--- src/rtl/core/slbm_pkg.sv ---
// Shared types, codes and helpers for the serial loaded bank mapper.
`timescale 1ns / 1ps

package slbm_pkg;

    // Field widths fixed by the bus
    localparam int ADDR_W   = 16;
    localparam int DATA_W   = 8;
    localparam int OFFS_W   = 18;
    localparam int CFG_W    = 5;
    localparam int WIN_BYTES = 8192;     // size of the 0x6000-0x7FFF window
    localparam int MAX_PRG_BANKS = 16;

    // Serial port reload value (marker bit in the top position)
    localparam logic [4:0] SHIFT_EMPTY = 5'h10;

    typedef enum logic [1:0] {
        OP_CPU_RD = 2'd0,
        OP_CPU_WR = 2'd1,
        OP_PPU_RD = 2'd2,
        OP_PPU_WR = 2'd3
    } t_op;

    typedef enum logic [1:0] {
        TGT_NONE    = 2'd0,
        TGT_PRG_RAM = 2'd1,
        TGT_PRG_ROM = 2'd2,
        TGT_CHR     = 2'd3
    } t_target;

    // Configuration register indexes
    localparam logic CFG_PRG_BANK_COUNT = 1'b0;
    localparam logic CFG_CHR_IS_RAM     = 1'b1;

    // PRG modes (modes 0 and 1 both switch 32K)
    localparam logic [1:0] PRG_MODE_FIX_LOW  = 2'd2;
    localparam logic [1:0] PRG_MODE_FIX_HIGH = 2'd3;

    // Serial port register select, address bits 14:13 above 0x8000
    localparam logic [1:0] SEL_CONTROL  = 2'd0;
    localparam logic [1:0] SEL_CHR_LOW  = 2'd1;
    localparam logic [1:0] SEL_CHR_HIGH = 2'd2;
    localparam logic [1:0] SEL_PRG      = 2'd3;

    // Address region codes from bits 15:13
    localparam logic [2:0] REGION_PATTERN = 3'b000;
    localparam logic [2:0] REGION_PRG_RAM = 3'b011;

    typedef struct packed {
        logic             valid;
        t_op              op;
        logic [ADDR_W-1:0] address;
        logic [DATA_W-1:0] data;
    } t_access;

    typedef struct packed {
        logic [4:0] prg_bank_count;
        logic       chr_is_ram;
        logic [4:0] load_shift;
        logic [1:0] prg_mode;
        logic       chr_4k_mode;
        logic [1:0] mirror_mode;
        logic [4:0] chr_bank_low;
        logic [4:0] chr_bank_high;
        logic [4:0] chr_bank_8k;
        logic [3:0] prg_bank_32k;
        logic [3:0] prg_bank_low;
        logic [3:0] prg_bank_high;
    } t_bank_state;

    typedef struct packed {
        logic              handled;
        t_target           target;
        logic [OFFS_W-1:0] mem_offset;
        logic              pattern_write;
        logic [1:0]        mirroring;
    } t_result;

    typedef struct packed {
        logic rd;
        logic we;
    } t_ram_req;

    // Last 16K bank for a given count, with the count clamped to 1..MAX_PRG_BANKS
    function automatic logic [3:0] last_bank(input logic [4:0] count);
        logic [4:0] n;
        n = count;
        if (n > 5'(MAX_PRG_BANKS)) n = 5'(MAX_PRG_BANKS);
        if (n == 5'd0) n = 5'd1;
        return 4'(n - 5'd1);
    endfunction

endpackage

--- src/rtl/core/slbm_map.sv ---
// Address decode and bank translation for one bus access.
`timescale 1ns / 1ps

module slbm_map (
    input  slbm_pkg::t_access     i_acc,
    input  slbm_pkg::t_bank_state i_state,
    input  logic [1:0]            i_mirror_next,
    output slbm_pkg::t_result     o_res,
    output slbm_pkg::t_ram_req    o_ram
);

    logic [2:0] region;
    logic [3:0] prg_bank;
    logic [4:0] chr_bank;

    assign region   = i_acc.address[15:13];
    assign prg_bank = i_acc.address[14] ? i_state.prg_bank_high : i_state.prg_bank_low;
    assign chr_bank = i_acc.address[12] ? i_state.chr_bank_high : i_state.chr_bank_low;

    // Decode the access and form the offset from the current banks
    always_comb begin
        o_res           = '0;
        o_res.target    = slbm_pkg::TGT_NONE;
        o_res.mirroring = i_mirror_next;
        o_ram           = '0;
        if (!i_acc.op[1]) begin
            if (region == slbm_pkg::REGION_PRG_RAM) begin
                o_res.handled = 1'b1;
                o_res.target  = slbm_pkg::TGT_PRG_RAM;
                o_ram.rd      = (i_acc.op == slbm_pkg::OP_CPU_RD);
                o_ram.we      = (i_acc.op == slbm_pkg::OP_CPU_WR);
            end else if (i_acc.address[15]) begin
                o_res.handled = 1'b1;
                if (i_acc.op == slbm_pkg::OP_CPU_RD) begin
                    o_res.target = slbm_pkg::TGT_PRG_ROM;
                    if (!i_state.prg_mode[1]) begin
                        o_res.mem_offset = {i_state.prg_bank_32k[2:0],
                                            i_acc.address[14:0]};
                    end else begin
                        o_res.mem_offset = {prg_bank, i_acc.address[13:0]};
                    end
                end
            end
        end else if (region == slbm_pkg::REGION_PATTERN) begin
            if (i_acc.op == slbm_pkg::OP_PPU_WR) begin
                if (i_state.chr_is_ram) begin
                    o_res.handled       = 1'b1;
                    o_res.target        = slbm_pkg::TGT_CHR;
                    o_res.mem_offset    = {5'd0, i_acc.address[12:0]};
                    o_res.pattern_write = 1'b1;
                end
            end else begin
                o_res.handled = 1'b1;
                o_res.target  = slbm_pkg::TGT_CHR;
                if (i_state.chr_is_ram) begin
                    o_res.mem_offset = {5'd0, i_acc.address[12:0]};
                end else if (i_state.chr_4k_mode) begin
                    o_res.mem_offset = {1'b0, chr_bank, i_acc.address[11:0]};
                end else begin
                    o_res.mem_offset = {i_state.chr_bank_8k, i_acc.address[12:0]};
                end
            end
        end
    end

endmodule

--- config.mk ---
export PLATFORM = sky130hd
export DESIGN_NAME = slbm_map
export DESIGN_NICKNAME = d
export VERILOG_FILES = /design/src/rtl/core/slbm_pkg.sv /design/src/rtl/core/slbm_map.sv
export SDC_FILE = /design/constraint.sdc
export NUM_CORES = 1
export LEC_CHECK = 0
export ABC_CLOCK_PERIOD_IN_PS = 800
export BUFFER_PORTS_ARGS = -buffer_cell sky130_fd_sc_hd__buf_4
export CAP_MARGIN = 20
export CORE_UTILIZATION = 24
export DETAILED_ROUTE_END_ITERATION = 7
export PLACE_DENSITY = 0.93
export SETUP_SLACK_MARGIN = 0.5
export SLEW_MARGIN = 25
export SYNTH_ARGS = -nofsm -noshare
export SYNTH_HDL_FRONTEND = slang
export SYNTH_SLANG_ARGS = --single-unit
--- constraint.sdc ---
create_clock -name vclk -period 0.8
set_input_delay 0.04 -clock vclk [all_inputs]
set_output_delay 0.04 -clock vclk [all_outputs]
set_load 0.1 [all_outputs]
==> out/qor.csv, run 1 <==
stage,metric,value,unit
run_status,outcome,did not finish,
run_status,haltStage,clock tree synthesis (4_1_cts),
run_status,firstError,"[ERROR DPL-0038] Utilization greater than 100%, impossible to legalize",
synth,netlist.area_leader.share,15.3,%
synth,synth_area_leaders,"nor2b_1 (15%), mux2i_1 (14%), mux2_2 (9.2%), a21oi_1 (7.2%), buf_6 (4.6%)",
place,place.gp.congestion,0.720,
synth,yosysTopAreaCell,nor2b_1,
floorplan,start_util,26.9,%
floorplan,pin_count,98,
synth,synth.avg_cell_area,6.99,um^2
floorplan,die_y,47.2,um
floorplan,placement_rows,15,
synth,syn_inst,70,
synth,ys_types,30,
floorplan,die_w,47.2,um
synth,syn_nets,142,
place,preCtsSetupSlack,-0.521,ns
clock_tree,postCtsSetupBuffers,6,
clock_tree,cts_resized,93,
synth,seq_area_frac_synth,0,%
clock_tree,hold_buffers,0,
place,dp_hpwl,1990,um
synth,ys_warn_count,0,
synth,netlist_area,489,um^2
place,port_buffers,71,
==> logic make-up after synthesis <==
family | count (synthesis) | synth area share, %
compound gates | 16 | 20.5
buf+inv | 9 | 11.8
mux | 11 | 23.5
simple gates | 34 | 44.2
==> cell usage after synthesis (all sizes together) <==
cell      n
nor3b     2
o22ai     2
nor3      1
nand3b    1
clkbuf    2
nand2     2
a32o      1
o32ai     1
a31oi     1
o21ai     2
nor4b     1
or3b      1
and3b     1
inv       2
nand2b    3
nor2      6
nand3     2
and3      1
a211o     1
o2bb2ai   1
a21oi     7
mux2      4
nor2b    13
buf       5
mux2i     7
==> per-stage QoR <==
step | instances | TNS (ns) | cell area [um^2] | util, % | hold WS (ns)
detailed placement | 175 | -9.44 | 1440 | 78.8 | 0.0809
global placement | 175 | -8.74 | 1440 | 78.8 | 0.0809
floorplan | 70 | -9.27 | 788 | - | 0.174
==> run 2, diff against run 1 <==
- ABC_CLOCK_PERIOD_IN_PS: 800 -> 1040
- CORE_AREA: unset -> 2 2 63 65
- CORE_UTILIZATION: 24 -> unset
- DIE_AREA: unset -> 0 0 65 67
- PLACE_DENSITY: 0.93 -> unset
- PLACE_DENSITY_LB_ADDON: unset -> 0.15
- SETUP_SLACK_MARGIN: 0.5 -> unset
- clock period: 0.8 -> 1.04 ns (I/O delays scaled with it)
==> out/qor.csv, run 2 <==
stage,metric,value,unit
place,dp_hpwl,1980,um
worst_setup_path,cp.arrival,1.20,ns
drt,drt-vias-per-instance,4.11,
synth,yosysTopAreaCell,nor2b_1,
synth,netlist.area_leader.share,15.3,%
finish,clkbuf_count,0,
drt,ant_nets,0,
place,dpl.cell_count,199,
timing,slew_headroom,81.1,%
finish,flops_and_latches,0,
place,dpl-instance-area,0.00143,mm^2
place,port_buffers,71,
drt,dr.pass1.iters,2,
floorplan,die_y,67,um
grt,overflow,0,
run_status,violations,negative setup slack,
place,place.gp.congestion,0.674,
grt,grt_pass1_vias,904,
drt,drc,0,
power,leakage,0.000843,uW
synth,synth.most_common_cell,nor2b_1,
finish,finalInstanceArea,0.00190,mm^2
synth,synth_area_leaders,"nor2b_1 (15%), mux2i_1 (14%), mux2_2 (9.2%), a21oi_1 (7.2%), buf_6 (4.6%)",
hold_path,min_from,i_mirror_next[1],
floorplan,coreArea,0.00361,mm^2
finish,final_cell_mix,"buf_4 (61), buf_12 (23), nor2b_4 (13)",
finish,seqCellArea,0,um^2
floorplan,start_util,13.6,%
synth,ys_warn_count,0,
worst_setup_path,critPathMaxFanout,3,
floorplan,die_area,0.00436,mm^2
hold_path,min_to,o_res[1],
flow_run,drv_cap,0,
power,powerDensity,481,mW/mm^2
timing,worst_pin_slew,0.276,ns
timing,fin_crit_sh,120,%
synth,syn_nets,142,
drt,vias,860,
synth,synth_commonest_cells,"nor2b_1 (12), a21oi_1 (7), mux2i_1 (7)",
finish,final_common_cell,buf_4,
timing,whs,0.104,ns
synth,syn_inst,70,
run_status,outcome,"finished, violations left",
grt,antenna_found_initial,0,
timing,setup_viol,21,
finish,fin_nets,235,
timing,fmax,0.802,GHz
drt,wirelength,2510,um
finish,fin_cells,209,
synth,seq_area_frac_synth,0,%
timing,rsz0062_at_grt,yes,
finish,num-fill-cells,332,
grt,grt_max_degree,9,
drt,drtIter0Drc,2,
clock_tree,hold_buffers,0,
timing,final_max_slew_viol_count,0,
timing,final-hold-violation-count,0,
power,ir_drop,0.000196,V
finish,synthToLayoutAreaGrowth,289,%
drt,post_drt_wl_per_cell,12.0,um
synth,ys_types,30,
synth,netlist_area,489,um^2
floorplan,placement_rows,22,
worst_setup_path,startpoint_type,input pin,
grt,grt_pass1_wl,3980,um
timing,period_needed,1.25,ns
finish,n_antenna_cell,0,
hold_path,min_path_cells,0,
worst_setup_path,required,0.99,ns
grt,track_usage,11.4,%
hold_path,hold_class,in -> out,
floorplan,pin_count,98,
worst_setup_path,crit_type,in -> out,
finish,multi_input_area,749,um^2
synth,synth.avg_cell_area,6.99,um^2
timing,fin_ws,-0.208,ns
worst_setup_path,end_kind,output port,
finish,drive_above_1_share,86.3,%
floorplan,die_w,65,um
==> run 2: cell counts after synthesis <==
No cell type changed its count.
==> run 2: critical path: stages <==
cell     delay (ns)
buf_8          0.10
buf_6          0.10
or3b_4         0.40
a211o_1        0.28
o21ai_4        0.08
buf_12         0.19
==> run 2: stage by stage <==
step	power (uW)	setup WS [ns]	util (%)	TNS (ns)
after global routing	957	-0.231	52.8	-3.24
after floorplan	529	-0.306	-	-4.29
after global placement	746	-0.541	39.8	-7.58
final	917	-0.208	52.8	-2.51
after CTS	903	-0.216	51.6	-2.61
after detailed placement	751	-0.570	39.8	-8.05
==> run 2: final cells by class <==
type | instances | share of cell area (%)
Timing Repair Buffer | 98 | 56.9
Tap cell | 48 | 3.15
Multi-Input combinational cell | 61 | 39.4
Inverter | 2 | 0.591
==> run 2: logic make-up after synthesis <==
group	after synthesis	share of synthesized area, %
muxes	11	23.5
and+or+nand+nor	34	44.2
AOI/OAI and AO/OA	16	20.5
buffers and inverters	9	11.8
==> run 2: how the worst max path moves through the flow <==
stage | start | endpoint | slack (ns) | cells past startpoint
after detailed placement | i_acc[25] | o_res[22] | -0.57 | 5
after global routing | i_acc[25] | o_res[18] | -0.23 | 6
after floorplan | i_acc[22] | o_ram[0] | -0.31 | 3
after CTS | i_acc[25] | o_res[18] | -0.22 | 6
after global placement | i_acc[25] | o_res[22] | -0.54 | 5
final | i_acc[25] | o_res[18] | -0.21 | 6
==> run 2: repair_timing <==
| action | 4_1_cts | 5_1_grt |
|---|---|---|
| buffers inserted | 10 | 1 |
| pin swaps | 9 | 5 |
| gates resized for setup | 80 | 11 |
| setup endpoints to repair | 22 | 24 |
==> run 2: power by group <==
part,switching [uW],internal (uW)
clock,0,0
combinational,480,436
sequential,0,0
total,480,436
==> run 2: per-layer routing <==
layer | up-vias | wire length (um) | global-route usage (%)
li1 | 434 | - | -
met1 | 389 | 886 | 13.1
met2 | 37 | 1450 | 23.7
met3 | 0 | 173 | 1.01
met4 | 0 | 0 | 0
met5 | - | 0 | 0
Note: power is estimated with default switching activity, not from simulation.
