--- src/rtl/core/slbm_pkg.sv ---
// Shared types, codes and helpers for the serial loaded bank mapper.
`timescale 1ns / 1ps

package slbm_pkg;

    // Field widths fixed by the bus
    localparam int ADDR_W   = 16;
    localparam int DATA_W   = 8;
    localparam int OFFS_W   = 18;
    localparam int CFG_W    = 5;
    localparam int WIN_BYTES = 8192;     // size of the 0x6000-0x7FFF window
    localparam int MAX_PRG_BANKS = 16;

    // Serial port reload value (marker bit in the top position)
    localparam logic [4:0] SHIFT_EMPTY = 5'h10;

    typedef enum logic [1:0] {
        OP_CPU_RD = 2'd0,
        OP_CPU_WR = 2'd1,
        OP_PPU_RD = 2'd2,
        OP_PPU_WR = 2'd3
    } t_op;

    typedef enum logic [1:0] {
        TGT_NONE    = 2'd0,
        TGT_PRG_RAM = 2'd1,
        TGT_PRG_ROM = 2'd2,
        TGT_CHR     = 2'd3
    } t_target;

    // Configuration register indexes
    localparam logic CFG_PRG_BANK_COUNT = 1'b0;
    localparam logic CFG_CHR_IS_RAM     = 1'b1;

    // PRG modes (modes 0 and 1 both switch 32K)
    localparam logic [1:0] PRG_MODE_FIX_LOW  = 2'd2;
    localparam logic [1:0] PRG_MODE_FIX_HIGH = 2'd3;

    // Serial port register select, address bits 14:13 above 0x8000
    localparam logic [1:0] SEL_CONTROL  = 2'd0;
    localparam logic [1:0] SEL_CHR_LOW  = 2'd1;
    localparam logic [1:0] SEL_CHR_HIGH = 2'd2;
    localparam logic [1:0] SEL_PRG      = 2'd3;

    // Address region codes from bits 15:13
    localparam logic [2:0] REGION_PATTERN = 3'b000;
    localparam logic [2:0] REGION_PRG_RAM = 3'b011;

    typedef struct packed {
        logic             valid;
        t_op              op;
        logic [ADDR_W-1:0] address;
        logic [DATA_W-1:0] data;
    } t_access;

    typedef struct packed {
        logic [4:0] prg_bank_count;
        logic       chr_is_ram;
        logic [4:0] load_shift;
        logic [1:0] prg_mode;
        logic       chr_4k_mode;
        logic [1:0] mirror_mode;
        logic [4:0] chr_bank_low;
        logic [4:0] chr_bank_high;
        logic [4:0] chr_bank_8k;
        logic [3:0] prg_bank_32k;
        logic [3:0] prg_bank_low;
        logic [3:0] prg_bank_high;
    } t_bank_state;

    typedef struct packed {
        logic              handled;
        t_target           target;
        logic [OFFS_W-1:0] mem_offset;
        logic              pattern_write;
        logic [1:0]        mirroring;
    } t_result;

    typedef struct packed {
        logic rd;
        logic we;
    } t_ram_req;

    // Last 16K bank for a given count, with the count clamped to 1..MAX_PRG_BANKS
    function automatic logic [3:0] last_bank(input logic [4:0] count);
        logic [4:0] n;
        n = count;
        if (n > 5'(MAX_PRG_BANKS)) n = 5'(MAX_PRG_BANKS);
        if (n == 5'd0) n = 5'd1;
        return 4'(n - 5'd1);
    endfunction

endpackage

--- src/rtl/core/slbm_ctrl.sv ---
// Serial load port, bank registers and configuration registers.
`timescale 1ns / 1ps

module slbm_ctrl (
    input  logic                        i_clk,
    input  logic                        i_rst_n,
    input  slbm_pkg::t_access           i_acc,
    input  logic                        i_cfg_we,
    input  logic                        i_cfg_index,
    input  logic [slbm_pkg::CFG_W-1:0]  i_cfg_data,
    output slbm_pkg::t_bank_state       o_state,
    output logic [1:0]                  o_mirror_next
);

    slbm_pkg::t_bank_state r_st;
    slbm_pkg::t_bank_state n_st;
    slbm_pkg::t_bank_state rst_st;
    logic [4:0] cmd;
    logic       port_write;

    // Reset image of the register file
    always_comb begin
        rst_st                = '0;
        rst_st.prg_bank_count = 5'd2;
        rst_st.load_shift     = slbm_pkg::SHIFT_EMPTY;
        rst_st.prg_mode       = slbm_pkg::PRG_MODE_FIX_HIGH;
        rst_st.prg_bank_high  = slbm_pkg::last_bank(5'd2);
    end

    assign port_write = i_acc.valid && (i_acc.op == slbm_pkg::OP_CPU_WR)
                        && i_acc.address[15];
    assign cmd        = {i_acc.data[0], r_st.load_shift[4:1]};

    // Next register state: configuration writes, then serial port writes
    always_comb begin
        n_st = r_st;
        if (i_cfg_we) begin
            unique case (i_cfg_index)
                slbm_pkg::CFG_PRG_BANK_COUNT: begin
                    n_st.prg_bank_count = i_cfg_data;
                    n_st.prg_bank_high  = slbm_pkg::last_bank(i_cfg_data);
                end
                slbm_pkg::CFG_CHR_IS_RAM: begin
                    n_st.chr_is_ram = i_cfg_data[0];
                end
                default: ;
            endcase
        end
        if (port_write) begin
            if (i_acc.data[7]) begin
                // Reset the port and force the fixed-high PRG mode
                n_st.load_shift    = slbm_pkg::SHIFT_EMPTY;
                n_st.prg_mode      = slbm_pkg::PRG_MODE_FIX_HIGH;
                n_st.prg_bank_high = slbm_pkg::last_bank(r_st.prg_bank_count);
            end else if (!r_st.load_shift[0]) begin
                n_st.load_shift = cmd;
            end else begin
                // Fifth bit: load the register picked by the address
                n_st.load_shift = slbm_pkg::SHIFT_EMPTY;
                unique case (i_acc.address[14:13])
                    slbm_pkg::SEL_CONTROL: begin
                        n_st.mirror_mode = cmd[1:0];
                        n_st.prg_mode    = cmd[3:2];
                        n_st.chr_4k_mode = cmd[4];
                        if (cmd[3:2] == slbm_pkg::PRG_MODE_FIX_LOW) begin
                            n_st.prg_bank_low = 4'd0;
                        end else if (cmd[3:2] == slbm_pkg::PRG_MODE_FIX_HIGH) begin
                            n_st.prg_bank_high =
                                slbm_pkg::last_bank(r_st.prg_bank_count);
                        end
                    end
                    slbm_pkg::SEL_CHR_LOW: begin
                        if (r_st.chr_4k_mode) n_st.chr_bank_low = cmd;
                        else                  n_st.chr_bank_8k  = {1'b0, cmd[4:1]};
                    end
                    slbm_pkg::SEL_CHR_HIGH: begin
                        if (r_st.chr_4k_mode) n_st.chr_bank_high = cmd;
                    end
                    slbm_pkg::SEL_PRG: begin
                        if (!r_st.prg_mode[1]) begin
                            n_st.prg_bank_32k = {1'b0, cmd[3:1]};
                        end else if (r_st.prg_mode == slbm_pkg::PRG_MODE_FIX_LOW) begin
                            n_st.prg_bank_high = cmd[3:0];
                        end else begin
                            n_st.prg_bank_low = cmd[3:0];
                        end
                    end
                    default: ;
                endcase
            end
        end
    end

    always_ff @(posedge i_clk) begin
        if (!i_rst_n) begin
            r_st <= rst_st;
        end else begin
            r_st <= n_st;
        end
    end

    assign o_state       = r_st;
    assign o_mirror_next = n_st.mirror_mode;

endmodule

--- config.mk ---
export PLATFORM = sky130hd
export DESIGN_NAME = slbm_ctrl
export DESIGN_NICKNAME = d
export VERILOG_FILES = /design/src/rtl/core/slbm_pkg.sv /design/src/rtl/core/slbm_ctrl.sv
export SDC_FILE = /design/constraint.sdc
export NUM_CORES = 1
export LEC_CHECK = 0
export ABC_CLOCK_PERIOD_IN_PS = 2100
export BUFFER_PORTS_ARGS = -buffer_cell sky130_fd_sc_hd__buf_4
export CORE_MARGIN = 2
export CORE_UTILIZATION = 40
export CTS_CLUSTER_DIAMETER = 200
export DETAILED_ROUTE_END_ITERATION = 10
export PLACE_DENSITY = 0.68
export SLEW_MARGIN = 20
export SYNTH_ARGS = -nofsm -noshare
export SYNTH_HDL_FRONTEND = slang
export SYNTH_SLANG_ARGS = --single-unit
--- constraint.sdc ---
create_clock -name i_clk -period 2.1 [get_ports i_clk]
set_input_delay 0 -clock i_clk [delete_from_list [all_inputs] [get_ports i_clk]]
set_output_delay 0 -clock i_clk [all_outputs]
set_load 0.03 [all_outputs]
Yosys cells after proc, flatten, opt, wreduce, memory -nomap -nowiden:

Index checks and enable logic that the tools add are counted.

* register bits: 41
* input bits: 36
* output and inout port bits: 45
* logic and storage cells: 98

* add/sub/neg operators: 3
* $lt $le $gt $ge: 2
* equality and inequality tests: 10
* multiplexer cells: 49
* bitwise logic cells: 4
* reduce and logical (&&, ||, !) cells: 18

Operators by type and width (count)
* $mux W5: 19
* $mux W4: 22
* $mux W32: 1
* $mux W29: 1
* $mux W25: 1
* $reduce_and A5 Y1: 4
* $pmux W8 S2: 1
* $logic_not A5 Y1: 3
* $sub A4 B1 Y4 const B: 3
* $eq A2 B2 Y1 const B: 5
* $gt A5 B5 Y1 const B: 2
* $mux W8: 1
* $mux W7: 1
* $reduce_and A7 Y1: 1
* $mux W3: 2
* $ne A2 B2 Y1 const B: 3
* $reduce_bool A2 Y1: 3
* $eq A2 B1 Y1 const B: 2
* $not A1 Y1: 4
* $reduce_and A2 Y1: 2
* $reduce_and A4 Y1: 1
* $reduce_and A3 Y1: 1
* $logic_and A1 B1 Y1: 2
* $logic_not A2 Y1: 1

Depth between registers and ports, before layout:

Gate-level depths: netlist of the first run.

* depth after elaboration: 23
* mapped depth: 9
* mapped depth without buffers: 9

Worst setup path after synthesis of the first run:

No wires, ideal clock.

* path kind: register -> register
* from: register r_st, in the netlist o_state[32]
* to: register r_st, in the netlist o_state[27]
* setup time: 0.115 ns
* arrival: 1.566 ns
* required time: 1.985 ns
* path slack: 0.419 ns
* cell stages (with the launch flop): 6
* buffers on the path: 1
* cells stage by stage: dfxtp_1 -> buf_2 -> nor3b_4 -> nand2_1 -> mux2_2 -> and2_1

RTL lines
* start, declared: RTL line slbm_ctrl.sv:15 `slbm_pkg::t_bank_state r_st;`
* start signal, assigned: RTL line slbm_ctrl.sv:96 `r_st <= rst_st;`
* start signal, assigned: RTL line slbm_ctrl.sv:98 `r_st <= n_st;`

Worst setup path in the final report of the first run:

* from: register r_st, in the netlist o_state[32]
* to: output port o_mirror_next[1]

* word-level cells in the longest chain between the ends: 3

RTL lines
* $mux W32: RTL line slbm_ctrl.sv:55 `end else if (!r_st.load_shift[0]) begin`
* $mux W25: RTL line slbm_ctrl.sv:50 `if (i_acc.data[7]) begin`
* $mux W29: RTL line slbm_ctrl.sv:49 `if (port_write) begin`
* end, declared: RTL line slbm_ctrl.sv:12 `output logic [1:0] o_mirror_next`

Every way passes these cells. The select of a mux whose other input is x is not followed.

==> results of run 1 <==
[cell families after synthesis]
| family | synth area share [%] |
|---|---|
| DFF | 39.38 |
| adders and majority gates | 3.601 |
| muxes | 9.724 |
| buffers and inverters | 5.462 |
| other | 0.1799 |
| and+or+nand+nor | 28.45 |
| AOI/OAI and AO/OA | 12.37 |
| xor gates and xnor gates | 0.8405 |
[path summary, 6_finish.rpt]
path	slack (ps)	startpoint	to	cells after the start
worst max-delay path	240	o_state[32]	o_mirror_next[1]	4
worst min-delay path	2	i_cfg_we	o_state[37]	3
worst max register to register	400	o_state[36]	o_state[3]	5
worst min register to register	450	o_state[5]	o_state[5]	2
[worst max-delay path: stages (launching register included)]
cell,delay [ps]
dfxtp_1,520
nor3b_4,380
nand2_1,180
mux2_2,320
buf_4,170
[through the flow]
stage               total power [mW]  worst slack [ps]
finish                         1.533             242.7
global route                   1.611             131.5
CTS                            1.551             248.5
detailed placement            0.9998             425.9
global placement              0.9979             442.7
floorplan                     0.9315             419.3
[synthesized netlist by cell type]
master     instances
a2111oi_0          1
a21boi_0           9
a21boi_1           3
a21oi_1            6
a2bb2oi_1          1
a41oi_1            1
and2_1             2
and3_1             1
and3b_1            1
and4b_1            1
buf_2              4
buf_4              4
clkbuf_1          12
conb_1             1
dfxtp_1           41
ha_1               6
inv_1              5
mux2_2             2
mux2i_1           18
nand2_1           33
nand2b_1           6
nand3_1           10
nand4_1            3
nand4b_4           1
nor2_1            12
nor2b_1           24
nor3_1             2
nor3b_4            1
nor4_1             4
nor4b_1            2
nor4bb_1           1
o2111ai_1          2
o2111ai_2          1
o211ai_1           2
o21ai_0            6
o21bai_1           1
o221ai_1           1
o311ai_0           2
or2_0              3
or3_1              1
xnor2_1            2
[layout make-up]
class                      count  area, µm²  area share (%)
sequential                    41      820.8           30.65
multi-input combinational    174       1154           43.08
inverter                       5      18.77          0.7009
clock buffer                   6      82.58           3.084
timing repair buffer          65      500.5           18.69
clock inverter                 2      13.76          0.5140
tap                           70      87.58           3.271
[power groups by stage]
stage               Sequential, mW  Combinational [mW]  Clock, mW
finish                       0.799               0.190      0.544
global route                 0.801               0.209      0.600
CTS                          0.799               0.190      0.561
detailed placement           0.817               0.183          0
global placement             0.817               0.180          0
floorplan                    0.838              0.0931          0
[placed cells by master (no fill, tap or decap), types with 2 or more instances in the layout]
cell type and count:
xnor2_1 2, nor2b_1 24, conb_1 2, buf_4 60, mux2i_1 18, nor3_1 2, and2_1 2, nand2_1 33
dfxtp_1 41, clkbuf_8 6, a21boi_1 3, mux2_2 2, dlygate4sd3_1 5, a21oi_1 6, a21boi_0 9, o311ai_0 2
ha_1 6, nor4b_1 2, o211ai_1 2, nor4_1 4, nand3_1 10, nand2b_1 6, nor2_1 12, or2_0 3
o21ai_0 6, o2111ai_1 2, inv_1 5, nand4_1 3
[what timing repair did]
action | in CTS | in global routing
endpoints found under the hold margin | 5 | 0
resized for setup | 0 | 0
hold buffers | 5 | 0
setup endpoints to repair | 0 | 0
setup buffers | 0 | 0
[per-layer routing]
layer / vias up / part of all wire [%] / track usage, %
met2: 43 / 48 / 28.75
met1: 858 / 47 / 22.48
met4: 0 / 0.99 / 5.455
li1: 918 / - / -
met5: - / 0 / 0
met3: 5 / 3.4 / 2.251
==> key figures, run 1 <==
Yosys
  – Synth warn: 0
  – Synth cell types: 41
  – Yosys reg bits: 41
  – Avg Cell Area, Syn: 8.722 µm²
  – Post-synthesis cell count: 239
  – Synth Cell Area: 0.002084 mm²
  – Seq/Total Area, Yosys: 39.38%
  – Area leader, netlist: dfxtp_1
  – Top cells by area, synth: dfxtp_1 (39%), mux2i_1 (8.6%), nor2b_1 (7.2%)
  – Top-area cell type share of the netlist area: 39.38%

Routing
  – Total wire length: 4770 µm
  – Total number of vias: 1,824
  – Drt wl/cell: 13.14 µm
  – Detailed Routing Iterations Pass 1: 4
  – Via/cell ratio: 5.025
  – Antenna viol nets, final: 0
  – DRC: 0
  – DR iter-0 viols: 113

Die
  – IO Count: 81
  – Die Area: 0.005805 mm²
  – Initial Util: 41.07%
  – Num rows: 26
  – Die Y: 76.19 µm
  – Core ar.: 0.005075 mm²
  – Die extent in x: 76.19 µm

Global routing
  – Tot GR Track Use: 16.97%
  – Total global routing overflow: 0
  – Largest net degree at the start of global routing: 43
  – First-pass GRT wire length: 8079 µm
  – Initial antenna violation count: 0
  – Vias in the first global route: 1,707

Outcome
  – Status: complete, no violations

Final layout
  – Diode count: 0
  – Fillers: 480
  – Finished Cell Area: 0.002678 mm²
  – Layout cells sized above 1: 24.91%
  – Final cell count without fillers: 363
  – Finished Core Util: 52.76%
  – Area Growth Syn to Fin: 28.45%
  – Fin nets: 334
  – Number of flip-flops in the largest register: 41

Power
  – Switching Share: 25.75%
  – Max rail drop VDD: 0.0003929 V
  – Sequential power share: 52.1%
  – Comb power frac: 12.4%
  – Leakage: 1.167 nW
  – Pwr per Cell Area: 572.5 mW/mm²
  – NetSw: 0.3947 mW
  – Internal Pwr Total: 1.138 mW
  – Clk pwr share: 35.5%

STA
  – Final Cycle Share: 88.45%
  – Final Hold Viols: 0
  – RSZ-0062 raised after global routing: false
  – Final Setup Violations: 0
  – Worst Max-Slew Pin Slew: 585.3 ps
  – Highest Clock Rate: 538.4 MHz
  – Setup TNS: 0 ps
  – Hold slack: 2.013 ps
  – Min cycle time layout: 1857 ps
  – Fin Clk Skew: 7.408 ps
  – Final Max Slew Viols: 0
  – Rel. slew slack: 60.48%

Clock tree
  – CTS tree: yes
  – Clock Tree Buf Depth: 2
  – CTS HTree Levels: 2
  – Worst-skew pair later-pin latency: 290 ps
  – CTS clk-pin slew, worst paths: 80 ps
  – CTS Buf Count: 5
  – Num Clock Sinks: 41
  – Clock root buffer master: clkbuf_8

Min path
  – HP Class: in2reg

Place
  – Hpwl dp: 3324 µm
  – Placed cells: 350
  – Gpl congestion: 0.8360
  – IO Port Bufs: 59
  – Placed instance area: 0.002531 mm²

Worst setup path
  – Setup CP Type: reg2out
  – Critical Path RT: 2100 ps
  – Crit-path max FO: 11
  – Startpoint types: register
  – Critical path endpoint category: output pin
  – Critical path arrival: 1860 ps

Run
  – Maxcap violations: 0
Note: power is estimated with default switching activity, not from simulation.
==> run 2: changes to the inputs <==
--- a/config.mk
+++ b/config.mk
@@ -5,7 +5,7 @@
 export SDC_FILE = /design/constraint.sdc
 export NUM_CORES = 1
 export LEC_CHECK = 0
-export ABC_CLOCK_PERIOD_IN_PS = 2100
+export ABC_CLOCK_PERIOD_IN_PS = 2370
 export BUFFER_PORTS_ARGS = -buffer_cell sky130_fd_sc_hd__buf_4
 export CORE_MARGIN = 2
 export CORE_UTILIZATION = 40
==> constraint.sdc (replaced) <==
create_clock -name i_clk -period 2.37 [get_ports i_clk]
set_input_delay 0 -clock i_clk [delete_from_list [all_inputs] [get_ports i_clk]]
set_output_delay 0 -clock i_clk [all_outputs]
set_load 0.03 [all_outputs]
==> run 2 against run 1 <==
Effect of this change: utilization rose by 0.39 points; global-route usage fell by 0.24 points; critical path depth unchanged; clock power is 11% lower; sequential power shrank 11%; sequential share of layout area shrank 0.23 points; count of clock-buffer cells in the layout unchanged; non-clock buffer count is 2 higher; flip-flop and latch count unchanged; worst hold slack improved by 1.7 ps; die area stayed put; critical path type unchanged; critical endpoint unchanged; highest routed layer unchanged.
==> key figures, run 2 (synthesis gave the netlist of run 1 again) <==
Min path
  – HP Class: in2reg

STA
  – Rel. slew slack: 59.99% (-0.50 points)
  – Fin Clk Skew: 9.192 ps (+1.784 ps)
  – Min cycle time layout: 1857 ps
  – Final Hold Viols: 0 (unchanged)
  – Setup TNS: 0 ps (unchanged)
  – Highest Clock Rate: 538.4 MHz
  – RSZ-0062 raised after global routing: false
  – Hold slack: 3.674 ps (+1.662 ps)
  – Final Cycle Share: 78.37%
  – Final worst setup slack: 512.6 ps (+270.0 ps)
  – Final Max Slew Viols: 0 (unchanged)
  – Final Setup Violations: 0 (unchanged)
  – Worst Max-Slew Pin Slew: 592.7 ps (+7.347 ps)

Clock tree
  – Clock Tree Buf Depth: 2 (unchanged)
  – Worst-skew pair later-pin latency: 300 ps (about the same)
  – CTS clk-pin slew, worst paths: 80 ps (about the same)
  – CTS tree: yes
  – # Post-CTS Setup Buffers: 0 (unchanged)
  – Clock root buffer master: clkbuf_8
  – CTS Buf Count: 5 (unchanged)
  – Num Clock Sinks: 41 (unchanged)
  – CTS HTree Levels: 2 (unchanged)

Final layout
  – Number of flip-flops in the largest register: 41 (unchanged)
  – Area Growth Syn to Fin: 29.41%
  – Commonest non-fill, non-tap cell in the layout: buf_4
  – Diode count: 0 (unchanged)
  – Most frequent cells in the layout: buf_4 (60), dfxtp_1 (41), nand2_1 (33), nor2b_1 (24), mux2i_1 (18)
  – Layout cells sized above 1: 24.75% (-0.17 points)
  – Fin nets: 336 (+0.60%)

Worst setup path
  – Startpoint types: register
  – CP Buf/Inv Count: 1 (unchanged)
  – Critical path endpoint category: output pin
  – Critical path, cell by cell: nor3b_4, nand2_1, mux2_2, buf_4
  – Crit-path max FO: 11 (unchanged)
  – Critical path arrival: 1860 ps (about the same)
  – Critical Path RT: 2370 ps (+270 ps)
  – Crit-path slowest cell: dfxtp_1
  – Setup CP Type: reg2out
  – CP delay by family, top: simple AND/OR/NAND/NOR gates
  – Delay of the slowest critical-path stage: 520 ps (about the same)

Die
  – Die Y: 76.19 µm (unchanged)
  – Initial Util: 41.07% (unchanged)
  – Die Area: 0.005805 mm² (unchanged)
  – Die extent in x: 76.19 µm (unchanged)
  – IO Count: 81 (unchanged)
  – Num rows: 26 (unchanged)
  – Core ar.: 0.005075 mm² (unchanged)

Routing
  – Detailed Routing Iterations Pass 1: 4 (unchanged)
  – Drt wl/cell: 13.22 µm (+0.62%)
  – Antenna viol nets, final: 0 (unchanged)
  – DR iter-0 viols: 81 (-28%)
  – DRC: 0 (unchanged)
  – Total wire length: 4826 µm (+1.2%)
  – Total number of vias: 1,814 (-0.55%)
  – Via/cell ratio: 4.970 (-1.1%)

Global routing
  – Largest net degree at the start of global routing: 43 (unchanged)
  – Total global routing overflow: 0 (unchanged)
  – Vias in the first global route: 1,685 (-1.3%)
  – Initial antenna violation count: 0 (unchanged)
  – Tot GR Track Use: 16.73% (-0.24 points)
  – First-pass GRT wire length: 7955 µm (-1.5%)

Power
  – Max rail drop VDD: 0.0003421 V (-13%)
  – Leakage: 1.176 nW (+0.79%)
  – Pwr per Cell Area: 505.5 mW/mm² (-12%)

Place
  – IO Port Bufs: 59 (unchanged)
  – Gpl congestion: 0.8358 (about the same)
  – Pre-CTS setup slack: 651.0 ps (+225.1 ps)
  – Hpwl dp: 3305 µm (-0.57%)

Outcome
  – Status: complete, no violations

Run
  – Maxcap violations: 0 (unchanged)
-- run 2: what timing repair did --
| item | CTS | global route |
|---|---|---|
| hold buffers | 7 | 0 |
| hold endpoints to repair | 5 | 0 |
| resized for setup | 0 | 0 |
-- run 2: worst min-delay path, stage by stage --
cell and delay [ps]:
buf_4 110, mux2i_1 60, nor2b_1 90
-- run 2: worst paths after layout --
path | startpoint | to | slack, ps | cells past startpoint
min | i_acc[0] | o_state[26] | 4 | 3
min reg2reg | o_state[6] | o_state[6] | 450 | 2
max reg2reg | o_state[36] | o_state[3] | 650 | 5
max | o_state[32] | o_mirror_next[1] | 510 | 4
-- run 2: through the flow --
| stage | utilization [%] | std cells | power (mW) | area, µm² |
|---|---|---|---|---|
| 3_3_place_gp | 49.88 | 350 | 0.8841 | 2531 |
| 5_1_grt | 53.16 | 365 | 1.431 | 2698 |
| 2_1_floorplan | - | 240 | 0.8254 | 2088 |
| 3_5_place_dp | 49.88 | 350 | 0.8858 | 2531 |
| 6_report | 53.16 | 365 | 1.364 | 2698 |
| 4_1_cts | 53.16 | 365 | 1.380 | 2698 |
-- run 2: where the power goes --
group	internal (mW)	switching, mW	total [mW]
Clock	0.236	0.248	0.484
Combinational	0.0758	0.0954	0.171
Sequential	0.699	0.00925	0.708
Total	1.01	0.353	1.36
-- run 2: cell type report --
type / count / area, µm²
multi-input combinational: 174 / 1154
inverter: 5 / 18.77
sequential: 41 / 820.8
clock inverter: 2 / 13.76
fill: 525 / 2377
tap: 70 / 87.58
clock buffer: 6 / 82.58
timing repair buffer: 67 / 520.5
-- run 2: metal layers --
layer  track usage [%]  part of all wire, %  wire (µm)
met2             27.23                   48       2328
met1             22.67                   47       2273
met3             2.844                  3.6        173
met4             5.455                  1.0         50
met5                 0                    0          0
